$ cat config.mk
export PLATFORM = sky130hd
export DESIGN_NAME = artm_dp
export DESIGN_NICKNAME = d
export VERILOG_FILES = /design/src/hdl/artm_pkg.sv /design/src/hdl/artm_dp.sv
export SDC_FILE = /design/constraint.sdc
export NUM_CORES = 2
export LEC_CHECK = 0
export BUFFER_PORTS_ARGS = -buffer_cell sky130_fd_sc_hd__buf_2
export CAP_MARGIN = 40
export CORE_MARGIN = 3
export CORE_UTILIZATION = 60
export DETAILED_ROUTE_END_ITERATION = 16
export PLACE_DENSITY = 0.76
export SLEW_MARGIN = 20
export SYNTH_ARGS = -nofsm -noshare
export SYNTH_HDL_FRONTEND = slang
export SYNTH_SLANG_ARGS = --single-unit
export TNS_END_PERCENT = 5
$ cat constraint.sdc
create_clock -name clk -period 16.6 [get_ports clk]
set_clock_uncertainty 0.2 [all_clocks]
set_input_delay 3.32 -clock clk [delete_from_list [all_inputs] [get_ports clk]]
set_output_delay 3.32 -clock clk [all_outputs]
set_load 0.02 [all_outputs]
$ cat src/hdl/artm_pkg.sv
// shared types and constants for the allocation rate trigger monitor
// used by artm_regs, artm_ctrl, artm_dp and the top level
`timescale 1ns / 1ps
`default_nettype none

package artm_pkg;

  localparam int COUNT_WIDTH_DEF = 48;
  localparam int MS_PER_S = 1000;

  localparam int CFG_DATA_W = 64;
  localparam int CFG_ADDR_W = 6;
  localparam int OUT_FIELD_W = 48;

  localparam logic [16:0] ALPHA_ONE = 17'h10000;
  localparam logic [OUT_FIELD_W-1:0] OUT_MAX = '1;

  // register indexes (byte address is 8 times the index)
  localparam logic [2:0] REG_BYTES_TH = 3'd0;
  localparam logic [2:0] REG_CALLS_TH = 3'd1;
  localparam logic [2:0] REG_ALPHA    = 3'd2;
  localparam logic [2:0] REG_FACTOR   = 3'd3;
  localparam logic [2:0] REG_WINDOW   = 3'd4;

  localparam logic [47:0] BYTES_TH_RST = 48'd1048576;
  localparam logic [47:0] CALLS_TH_RST = 48'd1024;
  localparam logic [16:0] ALPHA_RST    = 17'd32768;
  localparam logic [15:0] FACTOR_RST   = 16'd512;
  localparam logic [15:0] WINDOW_RST   = 16'd16;

  typedef struct packed {
    logic [47:0] bytes_th;
    logic [47:0] calls_th;
    logic [16:0] alpha;
    logic [15:0] factor;
    logic [15:0] window_updates;
  } cfg_t;

  typedef enum logic [2:0] {
    MUL_INST_B_ALPHA,
    MUL_SMOOTH_B_BETA,
    MUL_INST_C_ALPHA,
    MUL_SMOOTH_C_BETA,
    MUL_SMOOTH_B_FACTOR,
    MUL_SMOOTH_C_FACTOR
  } mul_sel_t;

  typedef struct packed {
    logic     take_in;
    logic     apply;
    logic     div_load;
    logic     div_step;
    logic     inst_store;
    logic     mul_en;
    mul_sel_t mul_sel;
    logic     acc_load;
    logic     smooth_b_store;
    logic     smooth_c_store;
    logic     close_win;
    logic     peak_store;
    logic     out_load;
  } ctl_cmd_t;

  typedef struct packed {
    logic close_due;
    logic out_free;
  } ctl_status_t;

endpackage

`default_nettype wire

$ cat src/hdl/artm_dp.sv
// datapath: totals, window sums, two-lane restoring divider, shared multiplier,
// smoothing, trigger compare and output register; depends on artm_pkg
`timescale 1ns / 1ps
`default_nettype none

module artm_dp
  import artm_pkg::*;
#(
  parameter int COUNT_WIDTH = COUNT_WIDTH_DEF
) (
  input  wire logic        clk,
  input  wire logic        rst,
  input  ctl_cmd_t         cmd,
  output ctl_status_t      status,
  input  cfg_t             cfg,
  input  wire logic        in_op,
  input  wire logic [31:0] in_bytes,
  input  wire logic [15:0] in_calls,
  input  wire logic [31:0] in_now,
  output logic             out_valid,
  input  wire logic        out_ready,
  output logic [55:0]      out_data
);

  localparam int W = COUNT_WIDTH;
  localparam int N = COUNT_WIDTH + 10;
  localparam int PW = COUNT_WIDTH + 17;
  localparam logic [W-1:0] CNT_MAX = '1;

  // latched item
  logic        op_reg;
  logic [31:0] badd, now_reg;
  logic [15:0] cadd;

  // state
  logic [W-1:0] total_b, total_c, win_b, win_c;
  logic [W-1:0] inst_b, inst_c, smooth_b, smooth_c;
  logic [15:0]  win_count;
  logic [31:0]  last_ms;
  logic         closed_flag, peak_b;

  // divider
  logic [31:0]  divisor;
  logic [N-1:0] quo_b, quo_c;
  logic [31:0]  rem_b, rem_c;

  // multiplier
  logic [PW-1:0] prod, acc;
  logic [W-1:0]  mul_a;
  logic [16:0]   mul_b;

  logic [W:0]    sum_tb, sum_tc, sum_wb, sum_wc;
  logic [W-1:0]  sat_tb, sat_tc, sat_wb, sat_wc;
  logic [N-1:0]  xb, xc, dvd_b, dvd_c;
  logic [31:0]   elapsed;
  logic [32:0]   sh_b, sh_c;
  logic [33:0]   df_b, df_c;
  logic [W-1:0]  q_sat_b, q_sat_c;
  logic [16:0]   a_eff, b_eff;
  logic [PW:0]   blend_sum;
  logic [W-1:0]  blended;
  logic          peak_now, regular, peak_all;
  logic [63:0]   sb64;
  logic [47:0]   sb_out;

  // saturating accumulation
  assign sum_tb = {1'b0, total_b} + (W+1)'(badd);
  assign sum_tc = {1'b0, total_c} + (W+1)'(cadd);
  assign sum_wb = {1'b0, win_b} + (W+1)'(badd);
  assign sum_wc = {1'b0, win_c} + (W+1)'(cadd);
  assign sat_tb = sum_tb[W] ? CNT_MAX : sum_tb[W-1:0];
  assign sat_tc = sum_tc[W] ? CNT_MAX : sum_tc[W-1:0];
  assign sat_wb = sum_wb[W] ? CNT_MAX : sum_wb[W-1:0];
  assign sat_wc = sum_wc[W] ? CNT_MAX : sum_wc[W-1:0];

  // sum times 1000 as 1024 - 16 - 8
  assign xb    = N'(win_b);
  assign xc    = N'(win_c);
  assign dvd_b = (xb << 10) - (xb << 4) - (xb << 3);
  assign dvd_c = (xc << 10) - (xc << 4) - (xc << 3);

  assign elapsed = now_reg - last_ms;

  assign sh_b = {rem_b, quo_b[N-1]};
  assign sh_c = {rem_c, quo_c[N-1]};
  assign df_b = {1'b0, sh_b} - {2'b00, divisor};
  assign df_c = {1'b0, sh_c} - {2'b00, divisor};

  assign q_sat_b = (|quo_b[N-1:W]) ? CNT_MAX : quo_b[W-1:0];
  assign q_sat_c = (|quo_c[N-1:W]) ? CNT_MAX : quo_c[W-1:0];

  assign a_eff = (cfg.alpha > ALPHA_ONE) ? ALPHA_ONE : cfg.alpha;
  assign b_eff = ALPHA_ONE - a_eff;

  always_comb begin
    case (cmd.mul_sel)
      MUL_INST_B_ALPHA: begin
        mul_a = inst_b;
        mul_b = a_eff;
      end
      MUL_SMOOTH_B_BETA: begin
        mul_a = smooth_b;
        mul_b = b_eff;
      end
      MUL_INST_C_ALPHA: begin
        mul_a = inst_c;
        mul_b = a_eff;
      end
      MUL_SMOOTH_C_BETA: begin
        mul_a = smooth_c;
        mul_b = b_eff;
      end
      MUL_SMOOTH_B_FACTOR: begin
        mul_a = smooth_b;
        mul_b = 17'(cfg.factor);
      end
      MUL_SMOOTH_C_FACTOR: begin
        mul_a = smooth_c;
        mul_b = 17'(cfg.factor);
      end
      default: begin
        mul_a = '0;
        mul_b = '0;
      end
    endcase
  end

  // weighted sum over 65536, never above the count range
  assign blend_sum = {1'b0, acc} + {1'b0, prod};
  assign blended   = blend_sum[W+15:16];

  // rate above factor times smoothed, exact in q8
  assign peak_now = PW'({inst_b, 8'h00}) > prod;

  assign regular  = (64'(total_b) >= 64'(cfg.bytes_th)) ||
                    (64'(total_c) >= 64'(cfg.calls_th));
  assign peak_all = peak_b || (PW'({inst_c, 8'h00}) > prod);
  assign sb64     = 64'(smooth_b);
  assign sb_out   = (sb64 > 64'(OUT_MAX)) ? OUT_MAX : sb64[47:0];

  assign status.close_due = !op_reg && (win_count >= cfg.window_updates);
  assign status.out_free  = !out_valid || out_ready;

  always_ff @(posedge clk) begin
    if (cmd.take_in) begin
      op_reg  <= in_op;
      badd    <= in_bytes;
      cadd    <= in_calls;
      now_reg <= in_now;
    end
    if (cmd.div_load) begin
      divisor <= (elapsed == '0) ? 32'd1 : elapsed;
      quo_b   <= dvd_b;
      quo_c   <= dvd_c;
      rem_b   <= '0;
      rem_c   <= '0;
    end else if (cmd.div_step) begin
      rem_b <= df_b[33] ? sh_b[31:0] : df_b[31:0];
      rem_c <= df_c[33] ? sh_c[31:0] : df_c[31:0];
      quo_b <= {quo_b[N-2:0], !df_b[33]};
      quo_c <= {quo_c[N-2:0], !df_c[33]};
    end
    if (cmd.mul_en) prod <= PW'(mul_a * mul_b);
    if (cmd.acc_load) acc <= prod;
    if (cmd.peak_store) peak_b <= peak_now;
    if (cmd.out_load) out_data <= {4'h0, sb_out, closed_flag, peak_all,
                                   regular, regular || peak_all};
  end

  always_ff @(posedge clk) begin
    if (rst) begin
      total_b     <= '0;
      total_c     <= '0;
      win_b       <= '0;
      win_c       <= '0;
      win_count   <= '0;
      last_ms     <= '0;
      inst_b      <= '0;
      inst_c      <= '0;
      smooth_b    <= '0;
      smooth_c    <= '0;
      closed_flag <= 1'b0;
      out_valid   <= 1'b0;
    end else begin
      if (cmd.take_in) closed_flag <= 1'b0;
      if (cmd.apply) begin
        if (op_reg) begin
          total_b   <= '0;
          total_c   <= '0;
          win_b     <= '0;
          win_c     <= '0;
          win_count <= '0;
          last_ms   <= now_reg;
          inst_b    <= '0;
          inst_c    <= '0;
          smooth_b  <= '0;
          smooth_c  <= '0;
        end else begin
          total_b <= sat_tb;
          total_c <= sat_tc;
          win_b   <= sat_wb;
          win_c   <= sat_wc;
          if (win_count != 16'hFFFF) win_count <= win_count + 16'd1;
        end
      end
      if (cmd.inst_store) begin
        inst_b <= q_sat_b;
        inst_c <= q_sat_c;
      end
      if (cmd.smooth_b_store) smooth_b <= blended;
      if (cmd.smooth_c_store) smooth_c <= blended;
      if (cmd.close_win) begin
        win_b       <= '0;
        win_c       <= '0;
        win_count   <= '0;
        last_ms     <= now_reg;
        closed_flag <= 1'b1;
      end
      if (cmd.out_load) out_valid <= 1'b1;
      else if (out_ready) out_valid <= 1'b0;
    end
  end

  a_div_nonzero: assert property (@(posedge clk) disable iff (rst)
    cmd.div_load |=> divisor != '0)
    else $error("divider loaded with zero divisor");

  a_close_restarts: assert property (@(posedge clk) disable iff (rst)
    cmd.close_win |=> (win_count == '0) && (win_b == '0) && (win_c == '0)
                      && closed_flag)
    else $error("window not restarted after close");

  a_clear_zeroes: assert property (@(posedge clk) disable iff (rst)
    cmd.apply && op_reg |=> (total_b == '0) && (smooth_b == '0) && (inst_c == '0)
                            && !status.close_due)
    else $error("clear left state behind");

endmodule

`default_nettype wire

======== Yosys cells after proc, flatten, opt, wreduce, memory -nomap -nowiden ========
Index checks and enable logic that the tools add are counted.
storage, ports and cells
  register bits after elaboration ......... 909
  bits of input ports ..................... 244
  output and inout port bits .............. 59
  logic and storage cells ................. 124
operators by class
  $add $sub $neg .......................... 14
  multiply operators ...................... 1
  order comparisons ....................... 7
  equal/unequal tests ..................... 6
  mux-type cells .......................... 34
  reduce and logical (&&, ||, !) cells .... 36
operator list
  kind                                                              number
  48-bit 2-to-1 mux                                                 16
  58-bit 2-to-1 mux                                                 4
  48-bit one-hot mux with 4 select lines                            1
  32-bit 2-to-1 mux                                                 5
  56-bit by 65-bit > comparator with 1-bit output                   2
  58-bit by 51-bit subtractor with 58-bit output                    2
  58-bit by 52-bit subtractor with 58-bit output                    2
  48-bit by 16-bit adder with 49-bit output                         2
  48-bit by 32-bit adder with 49-bit output                         2
  48-bit >= comparator                                              2
  33-bit by 32-bit subtractor with 34-bit output                    2
  48-bit by 17-bit multiplier with 65-bit output                    1
  64-bit adder                                                      1
  17-bit one-hot mux with 3 select lines                            1
  48-bit > comparator (second input constant)                       1
  32-bit logical NOT                                                1
  16-bit 2-to-1 mux                                                 2
  32-bit subtractor                                                 1
  2-bit nonzero test                                                12
  10-bit OR reduction                                               2
  17-bit > comparator (second input constant)                       1
  17-bit 2-to-1 mux                                                 1
  17-bit subtractor (first input constant)                          1
  16-bit by 1-bit adder with 16-bit output (second input constant)  1
  other kinds (12)                                                  32

======== Logic depth before layout (Yosys ltp) ========
  depth in word-level cells ............... 5
  depth in mapped cells ................... 37
  mapped depth without buffers ............ 33

======== Worst setup path before layout ========
OpenSTA, ideal clock, no wires.
  kind .................................... input port to flip-flop
  from .................................... in cfg[41] (netlist name)
  to ...................................... reg prod[53], data pin
  library setup time ...................... 0.265 ns
  data arrival time ....................... 11.497 ns
  data required time ...................... 16.135 ns
  path slack .............................. 4.638 ns
  cell stages on the path ................. 31
  path buffers ............................ 2
  path through ............................ or3_1 > or3_1 > or3_1 > o21ai_1 > nand2_1 > xnor2_1 > o21ai_0 > clkbuf_1 > clkbuf_1 > nand2_1 > fa_1 > inv_1 > fa_1 > inv_1 > fa_1 > fa_1 > fa_1 > inv_1 > fa_1 > ha_1 > a21oi_1 > o221ai_1 > a221oi_1 > o311ai_0 > a41o_1 > nor4bb_1 > o31ai_1 > nand4_1 > a31oi_1 > o21ai_0 > xor2_1
between the ends
  longest elaborated chain between the ends .. 5
RTL lines
  element                                             RTL line        text
  start, declared                                     artm_dp.sv:15   input cfg_t cfg,
  17-bit > comparator                                 artm_dp.sv:92   assign a_eff = (cfg.alpha > ALPHA_ONE) ? ALPHA_ONE : cfg.alpha;
  17-bit 2-to-1 mux (*)                               artm_dp.sv:92
  17-bit subtractor                                   artm_dp.sv:93   assign b_eff = ALPHA_ONE - a_eff;
  17-bit one-hot mux with 3 select lines (*)          artm_dp.sv:96   case (cmd.mul_sel)
  48-bit by 17-bit multiplier with 65-bit output (*)  artm_dp.sv:163  if (cmd.mul_en) prod <= PW'(mul_a * mul_b);
  end signal, assigned                                artm_dp.sv:163
  end, declared                                       artm_dp.sv:48   logic [PW-1:0] prod, acc;
Every way passes the cells marked *; elsewhere a longest branch is shown, timed or not.
A chain may end at the register's enable or synchronous reset.

======== Worst setup path after layout ========
  from .................................... in cfg[41] (netlist name)
  to ...................................... reg prod[57], data pin
The elaborated chain is that of the path after synthesis.

==> results.json <==
{
  "status": "completed",
  "yosysSeqAreaShare": 0.2542,
  "nets": 11892,
  "path_max_fanout": 21,
  "critPathKind": "input pin to register",
  "cts.sinks": 909,
  "synthSimpleGateAreaFrac": 0.1429,
  "synth_edf_count": 411,
  "max_freq_ghz": 0.07571,
  "grt_remaining_overflow": 0,
  "hold_path_class": "register to register",
  "synth-adder-area-share": 0.2872,
  "layout_common_cells": "inv_1, nand2_1, fa_1, a21oi_1, ha_1",
  "synth_mux_area_frac": 0.01775,
  "synth_compound_area_frac": 0.1808,
  "cts_buffers": 104,
  "wl_per_cell_um": 22.08,
  "p_seq_frac": 0.252,
  "fillerInstances": 11950,
  "synth_xor_area_frac": 0.03792,
  "grt_max_degree": 98,
  "yosys_warnings": 0,
  "worst_path_max_delay_cell": "o311ai_0",
  "postPlaceCellArea_mm2": 0.09099,
  "ios": 303,
  "portBuffers": 298,
  "insertion_delay_ps": 730,
  "rsz0062_at_grt": "no",
  "layout_commonest_cell": "inv_1",
  "swShare": 0.4642,
  "htree_num_levels": 3,
  "grt_pass1_wl_um": 419000,
  "clock-root-buffer": "clkbuf_16",
  "clk_pin_slew_ps": 70,
  "syn_avg_cell_area_um2": 8.706,
  "drt-initial-drc-count": 6518,
  "synth-seq-cells": 909,
  "initial_utilization": 0.6080,
  "setup_tns_ps": 0,
  "ir_worst_vdd_uv": 133.6,
  "ys_async_sr_fraction": 0,
  "worst-path-buf-inv": 7,
  "pwr-share-comb": 0.575,
  "cts_setup_buffers": 0,
  "postLayoutCellArea_mm2": 0.09463,
  "worst_pin_slew_ps": 945.6,
  "fin_util": 0.6556,
  "crit_required_ps": 16860,
  "min_period_ps": 13210,
  "largest_reg_flops": 65,
  "top_regs": "prod: 65 flops, acc: 64 flops",
  "slew_violations": 0,
  "postCtsHoldBufs": 0,
  "start_kind": "input pin",
  "p_leak_nw": 44.59,
  "relSlewSlack": 0.3614,
  "worst_path_dominant_cell_family": "simple AND/OR/NAND/NOR gates",
  "cp_slowest_stage_delay_ps": 730,
  "r2r_start": "inst_c[12]",
  "regArea_mm2": 0.02231,
  "powerDensity_mw_per_mm2": 145.4,
  "multi_input_area_mm2": 0.05877,
  "netlist_area_mm2": 0.08776,
  "intPower_mw": 7.371,
  "detail_route.vias_per_cell": 6.172,
  "cap_viol_max_count": 0,
  "clkPwrFrac": 0.173,
  "setup_viol": 0,
  "cts_tree": "built",
  "die_area_mm2": 0.1509,
  "core_mm2": 0.1444,
  "synth_top_family_by_area": "adder cells",
  "p_total_mw": 13.76,
  "drtAntennaViolNets": 0,
  "p_sw_mw": 6.387,
  "finalHoldViolations": 0,
  "die_h_um": 388.5,
  "post-route-drc-count": 0,
  "cts_max_path_buffers": 3,
  "grt.total_usage": 0.3505,
  "grt_pass1_vias": 74609,
  "wirelength_um": 267100,
  "antenna_found_initial": 6,
  "ys.flop_type": "dfxtp_1",
  "critPathArrivalTime_ps": 13470,
  "firstDrtPassIters": 6,
  "die_w_um": 388.5,
  "largest-register": "prod",
  "drive_gt1_frac": 0.07781,
  "place_congestion": 1.007,
  "endpoint_kind": "register",
  "critical_path.startpoint": "cfg[41]",
  "timing.final.crit_share": 0.7957,
  "area_growth_pct": 7.830,
  "min_from": "last_ms[15]",
  "core.rowCount": 139,
  "place_hpwl_um": 204700,
  "via_count": 74678,
  "cp_common_cell": "fa_1",
  "netlist_instances": 10081,
  "cts_resized": 0,
  "synth.distinct_cells": 91
}
## cell type report
type,instances,area share
repair buffers,430,0.02853
clock inverters,73,0.008197
flip-flops and latches,909,0.2358
multi-input cells,7333,0.6210
inverters,1322,0.05246
well taps,1903,0.02516
clock buffers,125,0.02876
diodes,4,0.0001058
## metal layers
metal | vias up | share of wire | GRT usage
li1 | 34265 | - | -
met1 | 36172 | 0.40 | 0.4546
met2 | 3489 | 0.45 | 0.5582
met3 | 750 | 0.097 | 0.07346
met4 | 2 | 0.056 | 0.1743
met5 | - | 0.000034 | 0
## metrics by stage
step | hold WS, ps | cells | setup WS (ps)
3_5_place_dp | 243.6 | 11889 | 2892
4_1_cts | 253.4 | 12087 | 3604
5_1_grt | 271.8 | 12095 | 2909
6_report | 251.1 | 12099 | 3391
2_1_floorplan | 208.6 | 10084 | 4638
3_3_place_gp | 237.8 | 11872 | 3023
## cell usage after synthesis (138+ instances only)
cell type / n / area [um^2]
fa_1: 778 / 15570
nor2_1: 530 / 1989
nand3_1: 138 / 690.7
ha_1: 770 / 9634
edfxtp_1: 411 / 12340
xnor2_1: 232 / 2032
xor2_1: 148 / 1296
o21ai_0: 569 / 2848
clkbuf_1: 482 / 1809
nand2_1: 1249 / 4688
inv_1: 1321 / 4959
dfxtp_1: 498 / 9970
a21o_1: 333 / 2500
and2_1: 194 / 1214
a21oi_1: 775 / 3879
## final timing paths
kind / endpoint / slack, ps / cells past startpoint
max: prod[57] / 3390 / 32
min: last_ms[15] / 250 / 2
max reg2reg: prod[57] / 7660 / 28
min reg2reg: last_ms[15] / 250 / 2
## worst reg2reg max path: cells and delay by family (launching register included)
family / cells / cell delay (ps)
flops: 1 / 470
compound gates: 8 / 2360
mux: 1 / 120
simple gates: 6 / 1410
buf+inv: 6 / 640
fa+ha+maj: 7 / 3450
## power groups by stage
stage / clock network [mW] / logic (mW) / registers [mW]
floorplan: 0 / 5.61 / 3.26
global placement: 0 / 7.55 / 3.47
detailed placement: 0 / 7.63 / 3.47
CTS: 2.42 / 7.76 / 3.44
global route: 2.50 / 8.79 / 3.49
finish: 2.39 / 7.90 / 3.47
## cells by family after synthesis
group | Yosys count
xor gates and xnor gates | 380
buffers and inverters | 1842
other | 1
adders and majority gates | 1548
AOI/OAI and AO/OA | 2511
DFF | 909
and+or+nand+nor | 2745
muxes | 145
Power figures use the tool's default switching activity.
