**src/hdl/artm_pkg.sv**
```systemverilog
// shared types and constants for the allocation rate trigger monitor
// used by artm_regs, artm_ctrl, artm_dp and the top level
`timescale 1ns / 1ps
`default_nettype none

package artm_pkg;

  localparam int COUNT_WIDTH_DEF = 48;
  localparam int MS_PER_S = 1000;

  localparam int CFG_DATA_W = 64;
  localparam int CFG_ADDR_W = 6;
  localparam int OUT_FIELD_W = 48;

  localparam logic [16:0] ALPHA_ONE = 17'h10000;
  localparam logic [OUT_FIELD_W-1:0] OUT_MAX = '1;

  // register indexes (byte address is 8 times the index)
  localparam logic [2:0] REG_BYTES_TH = 3'd0;
  localparam logic [2:0] REG_CALLS_TH = 3'd1;
  localparam logic [2:0] REG_ALPHA    = 3'd2;
  localparam logic [2:0] REG_FACTOR   = 3'd3;
  localparam logic [2:0] REG_WINDOW   = 3'd4;

  localparam logic [47:0] BYTES_TH_RST = 48'd1048576;
  localparam logic [47:0] CALLS_TH_RST = 48'd1024;
  localparam logic [16:0] ALPHA_RST    = 17'd32768;
  localparam logic [15:0] FACTOR_RST   = 16'd512;
  localparam logic [15:0] WINDOW_RST   = 16'd16;

  typedef struct packed {
    logic [47:0] bytes_th;
    logic [47:0] calls_th;
    logic [16:0] alpha;
    logic [15:0] factor;
    logic [15:0] window_updates;
  } cfg_t;

  typedef enum logic [2:0] {
    MUL_INST_B_ALPHA,
    MUL_SMOOTH_B_BETA,
    MUL_INST_C_ALPHA,
    MUL_SMOOTH_C_BETA,
    MUL_SMOOTH_B_FACTOR,
    MUL_SMOOTH_C_FACTOR
  } mul_sel_t;

  typedef struct packed {
    logic     take_in;
    logic     apply;
    logic     div_load;
    logic     div_step;
    logic     inst_store;
    logic     mul_en;
    mul_sel_t mul_sel;
    logic     acc_load;
    logic     smooth_b_store;
    logic     smooth_c_store;
    logic     close_win;
    logic     peak_store;
    logic     out_load;
  } ctl_cmd_t;

  typedef struct packed {
    logic close_due;
    logic out_free;
  } ctl_status_t;

endpackage

`default_nettype wire

```
**src/hdl/artm_regs.sv**
```systemverilog
// configuration registers behind the apb-style port
// depends on artm_pkg
`timescale 1ns / 1ps
`default_nettype none

module artm_regs
  import artm_pkg::*;
(
  input  wire logic                  clk,
  input  wire logic                  rst,
  input  wire logic                  psel,
  input  wire logic                  penable,
  input  wire logic                  pwrite,
  input  wire logic [CFG_ADDR_W-1:0] paddr,
  input  wire logic [CFG_DATA_W-1:0] pwdata,
  output logic      [CFG_DATA_W-1:0] prdata,
  output logic                       pready,
  output cfg_t                       cfg
);

  logic       wr;
  logic [2:0] idx;

  assign pready = 1'b1;
  assign wr     = psel && penable && pwrite;
  assign idx    = paddr[5:3];

  always_ff @(posedge clk) begin
    if (rst) begin
      cfg.bytes_th       <= BYTES_TH_RST;
      cfg.calls_th       <= CALLS_TH_RST;
      cfg.alpha          <= ALPHA_RST;
      cfg.factor         <= FACTOR_RST;
      cfg.window_updates <= WINDOW_RST;
    end else if (wr) begin
      case (idx)
        REG_BYTES_TH: cfg.bytes_th       <= pwdata[47:0];
        REG_CALLS_TH: cfg.calls_th       <= pwdata[47:0];
        REG_ALPHA:    cfg.alpha          <= pwdata[16:0];
        REG_FACTOR:   cfg.factor         <= pwdata[15:0];
        REG_WINDOW:   cfg.window_updates <= pwdata[15:0];
        default: ;
      endcase
    end
  end

  always_comb begin
    case (idx)
      REG_BYTES_TH: prdata = CFG_DATA_W'(cfg.bytes_th);
      REG_CALLS_TH: prdata = CFG_DATA_W'(cfg.calls_th);
      REG_ALPHA:    prdata = CFG_DATA_W'(cfg.alpha);
      REG_FACTOR:   prdata = CFG_DATA_W'(cfg.factor);
      REG_WINDOW:   prdata = CFG_DATA_W'(cfg.window_updates);
      default:      prdata = '0;
    endcase
  end

endmodule

`default_nettype wire

```
**config.mk**
```make
export PLATFORM = sky130hd
export DESIGN_NAME = artm_regs
export DESIGN_NICKNAME = d
export VERILOG_FILES = /design/src/hdl/artm_pkg.sv /design/src/hdl/artm_regs.sv
export SDC_FILE = /design/constraint.sdc
export NUM_CORES = 1
export LEC_CHECK = 0
export ABC_AREA = 1
export BUFFER_PORTS_ARGS = -buffer_cell sky130_fd_sc_hd__buf_2
export CORE_ASPECT_RATIO = 1.2
export CORE_UTILIZATION = 49
export DETAILED_ROUTE_END_ITERATION = 12
export GPL_TIMING_DRIVEN = 0
export PLACE_DENSITY = 0.93
export SLEW_MARGIN = 20
export SYNTH_ARGS = -nofsm -noshare
export SYNTH_HDL_FRONTEND = slang
export SYNTH_SLANG_ARGS = --single-unit
```
**constraint.sdc**
```tcl
create_clock -name clk -period 1.9 [get_ports clk]
set_input_delay 0.38 -clock clk [delete_from_list [all_inputs] [get_ports clk]]
set_output_delay 0.38 -clock clk [all_outputs]
set_load 0.01 [all_outputs]
```
---- Word-level counts from Yosys, hierarchy flattened ----
Cells that the tools add are included.
cells by class
  equality and inequality tests ........... 4
  multiplexer cells ....................... 1
  reductions and logical operators ........ 8
operator list
  kind                                           number
  one-hot mux 48 bit (5 select lines)            1
  AND reduction 2 bit                            5
  == test 3 x 2 -> 1 bit, second input constant  2
  == test 3 x 1 -> 1 bit, second input constant  1
  == test 3 bit, second input constant           1
  logical NOT 3 bit                              1
  logical AND 1 bit                              2
word-level totals
  register bits after elaboration ......... 145
  input port bits ......................... 75
  output and inout port bits .............. 210

---- Longest topological paths before layout ----
Gate-level depths: netlist of run 1.
  depth after elaboration ................. 3
  depth in mapped cells ................... 9
  gate-level depth less buffers ........... 7

---- Worst setup path after synthesis of run 1 ----
No wires, ideal clock.
  path type ............................... input port to output port
  from .................................... in paddr[5]
  to ...................................... out prdata[18]
  data arrival time ....................... 1,249 ps
  required time ........................... 1,520 ps
  setup slack ............................. 271 ps
  cell stages on the path ................. 7
  buffers on the path ..................... 2
  path through ............................ buf_6 > inv_4 > nand2_1 > nor2_4 > buf_1 > nand2_1 > nand2_1
on the way
  cells in the longest elaborated chain, start to end .. 2
  elaborated cells between the ends (all ways) .. 6
ends and longest elaborated chain
  item                                         line             RTL
  from (decl)                                  artm_regs.sv:14  input wire logic [CFG_ADDR_W-1:0] paddr,
  == test 3 bit, or another cell as far along  artm_regs.sv:48  case (idx)
  one-hot mux 48 bit (5 select lines) *        artm_regs.sv:48
  to (decl)                                    artm_regs.sv:16  output logic [CFG_DATA_W-1:0] prdata,
Mark *: on every way between the ends. The rest lies on a longest branch, timed or not.

---- Worst setup path in the final report of run 1 ----
  from .................................... in paddr[4]
  to ...................................... out prdata[4]
Same word-level chain as after synthesis.

==> summary.log, run 1 <==
qor: pwr.power.share.sequential 42.1%
qor: clock_tree.clock_path_buffers 2
qor: grt.groute.usage.overall 32.5%
qor: setup_path.cpMostUsedCell sky130_fd_sc_hd__buf_2
qor: pwr.power_per_cell_area 777 nW/um2
qor: grt.first_global_vias 7501
qor: pwr.p_int 0.00550 W
qor: routing.drt_pass1_iterations 6
qor: cells_and_area.multiInputGateArea 3540 um2
qor: clock_tree.cts_htree_levels 4
qor: clock_tree.cts_tree built
qor: routing.num_vias 8559
qor: setup_path.path_delay_family buffers and inverters
qor: setup_path.ordered_cell_list_for_the_critical_path buf_2, nor2_4, buf_2, nand3_1, nand2_1, nor2_1, nand2_1, buf_2
qor: sta.final_max_slew_viol_count 0
qor: setup_path.critical_path_class input port to output port
qor: die.fp.coreArea 14400 um2
qor: clock_tree.cts.root.buffer_cell sky130_fd_sc_hd__clkbuf_16
qor: die.floorplan.initialDensity 50.1%
qor: synth.post_synth.cell_area_avg 6.26 um2
qor: placement.globalplace.congestion 0.991
qor: pwr.power_switching_share 25.7%
qor: grt.pin_count_of_the_biggest_net_entering_global_routing 20
qor: run_status.violated_checks setup timing
qor: setup_path.cp.required 1.52 ns
qor: setup_path.slowest_delay 0.28 ns
qor: sta.grt_setup_unrepaired true
qor: grt.globalRouteOverflowTotal 0
qor: sta.max_slew.worst_pin.slew 0.632 ns
qor: sta.clock_skew 0 ns
qor: synth.ys_ff_latch 145
qor: sta.timing.final.crit_period 1.91 ns
qor: hold_path.hold_critical_path_depth 3
qor: pwr.comb_power_share 9.9%
qor: die.num_rows 48
qor: clock_tree.numClockSinks 145
qor: pwr.totalPowerFinal 0.00739 W
qor: pwr.pwr-share-clk 48.0%
qor: cells_and_area.final-seq-area 2900 um2
qor: clock_tree.clock_edge_transition_at_the_registers_on_the_reported_setup_and_hold_paths 0.06 ns
qor: die.chip_height 135 um
qor: cells_and_area.flip_flop_count_of_the_largest_register_all_copies_and_words_added 145
qor: sta.fin_setup_tns -0.00970 ns
qor: clock_tree.clk-insertion-delay-late 0.41 ns
qor: cells_and_area.top_register cfg
qor: placement.place_inst 1586
qor: die.die_area 15200 um2
qor: setup_path.cp_max_fo 10
qor: setup_path.critPathSlowestCell sky130_fd_sc_hd__buf_2
qor: placement.numPortBuffers 246
qor: sta.setup_viol 1
qor: cells_and_area.n_antenna_cell 0
qor: setup_path.crit_path_start_kind input port
qor: setup_path.critPathBufInv 3
qor: cells_and_area.final.fill_count 1217
qor: setup_path.worst-r2r-cell-count 2
qor: placement.dp.final_hpwl 18700 um
qor: sta.final_hold_viol_count 0
qor: cells_and_area.areaGrowthSynthToFinish 32.2%
qor: setup_path.critPathCaptureType output port
qor: die.io_pins 285
qor: synth.post_synth_inst_count 1150
qor: cells_and_area.instances_no_fill 1628
qor: routing.drc_violations_left 0
qor: job.max_cap_viol_count 0
qor: synth.ys.warnings.count 0
qor: synth.post_synth_instance_area 7200 um2
qor: cells_and_area.post_route_cells_drive_above_1_share 26.4%
qor: pwr.power_switching 0.00190 W
qor: die.dieWidth 113 um
qor: sta.achievable-frequency 524 MHz
qor: routing.per_cell_routed_wire_length 15.6 um
qor: setup_path.crit_cells 8
qor: setup_path.critPathArrivalTime 1.53 ns
qor: pwr.power.leakage 5.16 nW
qor: run_status.run_status finished, violations left
qor: cells_and_area.final_net_count 1515
qor: routing.route.antenna.remaining_nets 0
qor: hold_path.hold_path.class input port to flip-flop
qor: pwr.ir_worst_vdd 0.521 mV
qor: synth.synth-seq-area-share 40.3%
qor: sta.fin_worst_hold_slack 0.193 ns
qor: routing.drtIter0Drc 859
qor: grt.antenna_found_initial 0
qor: routing.total_detailed_routing_wirelength 25300 um
qor: sta.timing.final.ws_setup -0.00970 ns
qor: sta.fraction_of_the_cycle_the_final_worst_path_needs 101%
qor: synth.post_synth_num_cell_types 20
qor: cells_and_area.largest_registers_ranked_by_flip_flop_count cfg x145
qor: clock_tree.cts_buffers 17
qor: routing.via_per_inst 5.26
qor: sta.slew_headroom 57.9%
qor: grt.grt_pass1_wl 38200 um
-- tightest hold or removal path, delay by kind of cell --
kind                   cells  cell delay, ns
buffers and inverters      1            0.09
AND/OR/NAND/NOR            2            0.11
-- kinds of logic (layout without fill, tap and decap cells) --
logic type / after synthesis / count (layout) / share of synthesized area [%]
AND/OR/NAND/NOR: 830 / 830 / 47.6
other: 2 / 17 / 0.104
flip-flops: 145 / 145 / 40.3
buffers and inverters: 168 / 456 / 11.6
AO/OA/AOI/OAI: 5 / 5 / 0.348
-- Yosys cell counts --
master / instances / area (um2)
sky130_fd_sc_hd__o21ai_0: 5 / 25.0
sky130_fd_sc_hd__nand3_2: 1 / 10.0
sky130_fd_sc_hd__clkbuf_1: 2 / 7.51
sky130_fd_sc_hd__nand2_2: 1 / 6.26
sky130_fd_sc_hd__buf_1: 22 / 82.6
sky130_fd_sc_hd__buf_2: 36 / 180
sky130_fd_sc_hd__dfxtp_1: 145 / 2900
sky130_fd_sc_hd__nor2_2: 3 / 18.8
sky130_fd_sc_hd__clkinv_1: 1 / 3.75
sky130_fd_sc_hd__buf_6: 8 / 90.1
sky130_fd_sc_hd__inv_1: 68 / 255
sky130_fd_sc_hd__inv_2: 4 / 15.0
sky130_fd_sc_hd__conb_1: 2 / 7.51
sky130_fd_sc_hd__nand3_1: 156 / 781
sky130_fd_sc_hd__nor2_1: 307 / 1150
sky130_fd_sc_hd__inv_4: 1 / 6.26
sky130_fd_sc_hd__nand2_1: 334 / 1250
sky130_fd_sc_hd__buf_4: 26 / 195
sky130_fd_sc_hd__nand4_1: 22 / 138
sky130_fd_sc_hd__nor2_4: 6 / 67.6
-- routing by layer --
layer / track usage, % / up-vias / wire length [um]
met2: 56.7 / 555 / 12200
met1: 37.7 / 3819 / 9510
met4: 17.6 / 0 / 1170
met5: 0 / - / 0
met3: 6.24 / 97 / 2410
li1: - / 4088 / -
-- cell type report --
class	instances	share of cell area, %
sequential	145	30.5
multi-input combinational	852	37.1
clock inverter	13	1.84
tap	175	2.30
inverter	74	3.01
timing repair buffer	258	13.9
buffer	92	6.52
clock buffer	19	4.76
-- what timing repair did --
item	in CTS	in global routing
gates cloned	0	0
endpoints found under the setup margin	46	48
pin swaps	2	3
setup buffers	4	8
resized for setup	17	23
hold buffers	0	0
-- stage by stage --
step | instance area (um2) | worst slack [ns] | util [%]
4_1_cts | 9400 | -0.0273 | 65.5
6_report | 9520 | -0.00970 | 66.3
2_1_floorplan | 7250 | 0.271 | -
3_5_place_dp | 8700 | -0.317 | 60.6
3_3_place_gp | 8700 | -0.239 | 60.6
5_1_grt | 9520 | -0.0685 | 66.3
-- power by group through the flow --
stage	Sequential, W	Clock [W]	Combinational, W
floorplan	0.00319	0	0.000411
global placement	0.00318	0	0.000666
detailed placement	0.00318	0	0.000676
CTS	0.00311	0.00356	0.000694
global route	0.00312	0.00369	0.000791
finish	0.00311	0.00354	0.000735
-- final timing paths --
check | startpoint | end | slack (ns)
setup / recovery | paddr[4] | prdata[4] | -0.01
hold / removal | pwdata[20] | cfg[117] | 0.19
setup reg to reg | cfg[4] | cfg[4] | 1.23
hold reg to reg | cfg[48] | cfg[48] | 0.50
-- placed cells by master, fill, tap and decap left out, drive strengths merged, types with 4 or more instances in the layout --
| master | synthesis | routed |
|---|---|---|
| nand2 | 335 | 335 |
| conb | 2 | 17 |
| nand3 | 157 | 157 |
| nand4 | 22 | 22 |
| nor2 | 316 | 316 |
| clkinv | 1 | 4 |
| dfxtp | 145 | 145 |
| buf | 92 | 346 |
| o21ai | 5 | 5 |
| clkbuf | 2 | 23 |
| inv | 73 | 77 |
Power figures use the tool's default switching activity.
==> run 2: changes to the inputs <==
--- a/config.mk
+++ b/config.mk
@@ -6,7 +6,7 @@
 export NUM_CORES = 1
 export LEC_CHECK = 0
 export ABC_AREA = 1
-export BUFFER_PORTS_ARGS = -buffer_cell sky130_fd_sc_hd__buf_2
+export BUFFER_PORTS_ARGS = -buffer_cell sky130_fd_sc_hd__buf_4
 export CORE_ASPECT_RATIO = 1.2
 export CORE_UTILIZATION = 49
 export DETAILED_ROUTE_END_ITERATION = 12
==> run 2 against run 1 <==
Net effect: the flow now finishes without violations; critical path depth up 1; largest power group unchanged; total power is 5.6% higher; non-clock buffer count decreased by 2; clock skew stayed put.
==> summary.log, run 2 (synthesis results as in run 1) <==
qor: sta.achievable-frequency 530 MHz [+1.3%]
qor: sta.fin_worst_hold_slack 0.183 ns [-0.0105 ns]
qor: routing.drtIter0Drc 1139 [+33%]
qor: sta.max_slew.worst_pin.slew 0.618 ns [-0.0132 ns]
qor: sta.timing.final.crit_period 1.89 ns [-0.0242 ns]
qor: routing.route.antenna.remaining_nets 0 [unchanged]
qor: clock_tree.clock_path_buffers 2 [unchanged]
qor: setup_path.critPathArrivalTime 1.51 ns [-0.02 ns]
qor: setup_path.critical_path_class input port to output port
qor: sta.final_max_slew_viol_count 0 [unchanged]
qor: die.io_pins 285 [unchanged]
qor: die.floorplan.initialDensity 50.1% [unchanged]
qor: die.fp.coreArea 14400 um2 [unchanged]
qor: setup_path.critPathSlowestCell sky130_fd_sc_hd__buf_4
qor: routing.drc_violations_left 0 [unchanged]
qor: cells_and_area.flip_flop_count_of_the_largest_register_all_copies_and_words_added 145 [unchanged]
qor: setup_path.ordered_cell_list_for_the_critical_path buf_6, inv_6, buf_4, buf_4, nand3_1, nand2_1, nor2_2, nand2_1, buf_4
qor: sta.slew_headroom 58.8% [+0.88 points]
qor: routing.per_cell_routed_wire_length 16.2 um [+4.4%]
qor: cells_and_area.post_route_cells_drive_above_1_share 26.5% [+0.055 points]
qor: setup_path.cpMostUsedCell sky130_fd_sc_hd__buf_4
qor: routing.drt_pass1_iterations 7 [+1]
qor: grt.pin_count_of_the_biggest_net_entering_global_routing 20 [unchanged]
qor: placement.globalplace.congestion 0.974 [-1.8%]
qor: grt.groute.usage.overall 33.8% [+1.3 points]
qor: setup_path.cp_max_fo 10 [unchanged]
qor: clock_tree.numClockSinks 145 [unchanged]
qor: cells_and_area.final.fill_count 1125 [-7.6%]
qor: routing.total_detailed_routing_wirelength 26400 um [+4.2%]
qor: sta.clock_skew 0 ns [unchanged]
qor: grt.antenna_found_initial 0 [unchanged]
qor: pwr.ir_worst_vdd 0.582 mV [+12%]
qor: clock_tree.clock_edge_transition_at_the_registers_on_the_reported_setup_and_hold_paths 0.06 ns [about the same]
qor: placement.numPortBuffers 246 [unchanged]
qor: clock_tree.cts_buffers 17 [unchanged]
qor: grt.globalRouteOverflowTotal 0 [unchanged]
qor: cells_and_area.n_antenna_cell 0 [unchanged]
qor: die.chip_height 135 um [unchanged]
qor: pwr.power.leakage 5.21 nW [+0.99%]
qor: job.max_cap_viol_count 0 [unchanged]
qor: setup_path.crit_path_start_kind input port
qor: sta.fraction_of_the_cycle_the_final_worst_path_needs 99.2% [-1.3 points]
qor: cells_and_area.final_core_util 71.0% [+4.7 points]
qor: die.dieWidth 113 um [unchanged]
qor: die.num_rows 48 [unchanged]
qor: pwr.power_per_cell_area 766 nW/um2 [-1.4%]
qor: setup_path.cp.required 1.52 ns [about the same]
qor: hold_path.hold_path.class input port to flip-flop
qor: clock_tree.clk-insertion-delay-late 0.42 ns [about the same]
qor: clock_tree.cts_htree_levels 4 [unchanged]
qor: sta.setup_viol 0 [-1]
qor: grt.first_global_vias 7781 [+3.7%]
qor: die.die_area 15200 um2 [unchanged]
qor: cells_and_area.top_register cfg
qor: routing.num_vias 8706 [+1.7%]
qor: cells_and_area.largest_registers_ranked_by_flip_flop_count cfg x145
qor: setup_path.critPathCaptureType output port
qor: clock_tree.cts_tree built
qor: cells_and_area.final_net_count 1513 [-0.13%]
qor: grt.grt_pass1_wl 39800 um [+4.1%]
qor: setup_path.slowest_delay 0.19 ns [-0.09 ns]
qor: sta.final_hold_viol_count 0 [unchanged]
qor: cells_and_area.layout_commonest_cell sky130_fd_sc_hd__nand2_1
qor: clock_tree.cts_hold_repair.buffers 0 [unchanged]
qor: setup_path.setup.reg_to_reg.worst_slack 1.20 ns [-0.03 ns]
qor: routing.via_per_inst 5.36 [+1.9%]
qor: cells_and_area.areaGrowthSynthToFinish 41.6%
qor: cells_and_area.layout.cells.most_common_list sky130_fd_sc_hd__nand2_1, sky130_fd_sc_hd__nor2_1, sky130_fd_sc_hd__buf_4, sky130_fd_sc_hd__nand3_1, sky130_fd_sc_hd__dfxtp_1
qor: run_status.run_status finished, final reports clean
qor: placement.dp.final_hpwl 19200 um [+2.8%]
qor: clock_tree.cts.root.buffer_cell sky130_fd_sc_hd__clkbuf_16
## run 2: cell count changes in the layout (fill, tap and decap cells not counted), sizes merged
| cell | change |
|---|---|
| buf | -3 |
| bufinv | +3 |
| inv | -3 |
| clkbuf | +1 |
| clkinv | -1 |
## run 2: power breakdown
group	switching, W	leakage, nW	internal, W
Combinational	0.000486	3.71	0.000309
Sequential	0.0000366	1.17	0.00308
Clock	0.00136	0.326	0.00254
## run 2: layer usage
metal  track usage (%)  vias up  part of all wire [%]  wire length [um]
li1                  -     4082                     -                 -
met1              38.4     3854                    35              9360
met2              57.6      632                    48             12600
met3              7.54      138                    11              2840
met4              21.3        0                   5.9              1560
met5                 0        -                     0                 0
## run 2: worst max-delay path: cells and delay by family
family	cells	cell delay (ns)
buffers and inverters	5	0.74
AND/OR/NAND/NOR	4	0.38
## run 2: repair_timing
action	4_1_cts	5_1_grt
setup endpoints to repair	48	45
pin swaps	3	2
setup buffers	4	6
resized for setup	19	22
## run 2: through the flow
stage	instances	instance area, um2	total power (W)	setup slack [ns]	setup TNS (ns)
finish	1625	10200	0.00780	0.0145	0
global route	1625	10200	0.00801	-0.0213	-0.0398
CTS	1619	10100	0.00776	0.00970	0
detailed placement	1586	9320	0.00391	-0.264	-3.85
global placement	1586	9320	0.00390	-0.226	-3.10
floorplan	1165	7250	0.00360	0.271	0
## run 2: final timing paths
kind,start,endpoint,cells past startpoint
setup / recovery,paddr[5],prdata[5],9
hold / removal,pwdata[20],cfg[117],3
setup reg to reg,cfg[25],cfg[25],2
hold reg to reg,cfg[70],cfg[70],2
## run 2: area by class of cell
| type | instances | area, um2 | share of cell area (%) |
|---|---|---|---|
| Multi-Input combinational cell | 852 | 3540 | 34.8 |
| Clock inverter | 12 | 230 | 2.26 |
| Clock buffer | 19 | 453 | 4.44 |
| Sequential cell | 145 | 2900 | 28.5 |
| Timing Repair Buffer | 256 | 1930 | 19.0 |
| Buffer | 92 | 616 | 6.04 |
| Inverter | 74 | 292 | 2.86 |
| Tap cell | 175 | 219 | 2.15 |
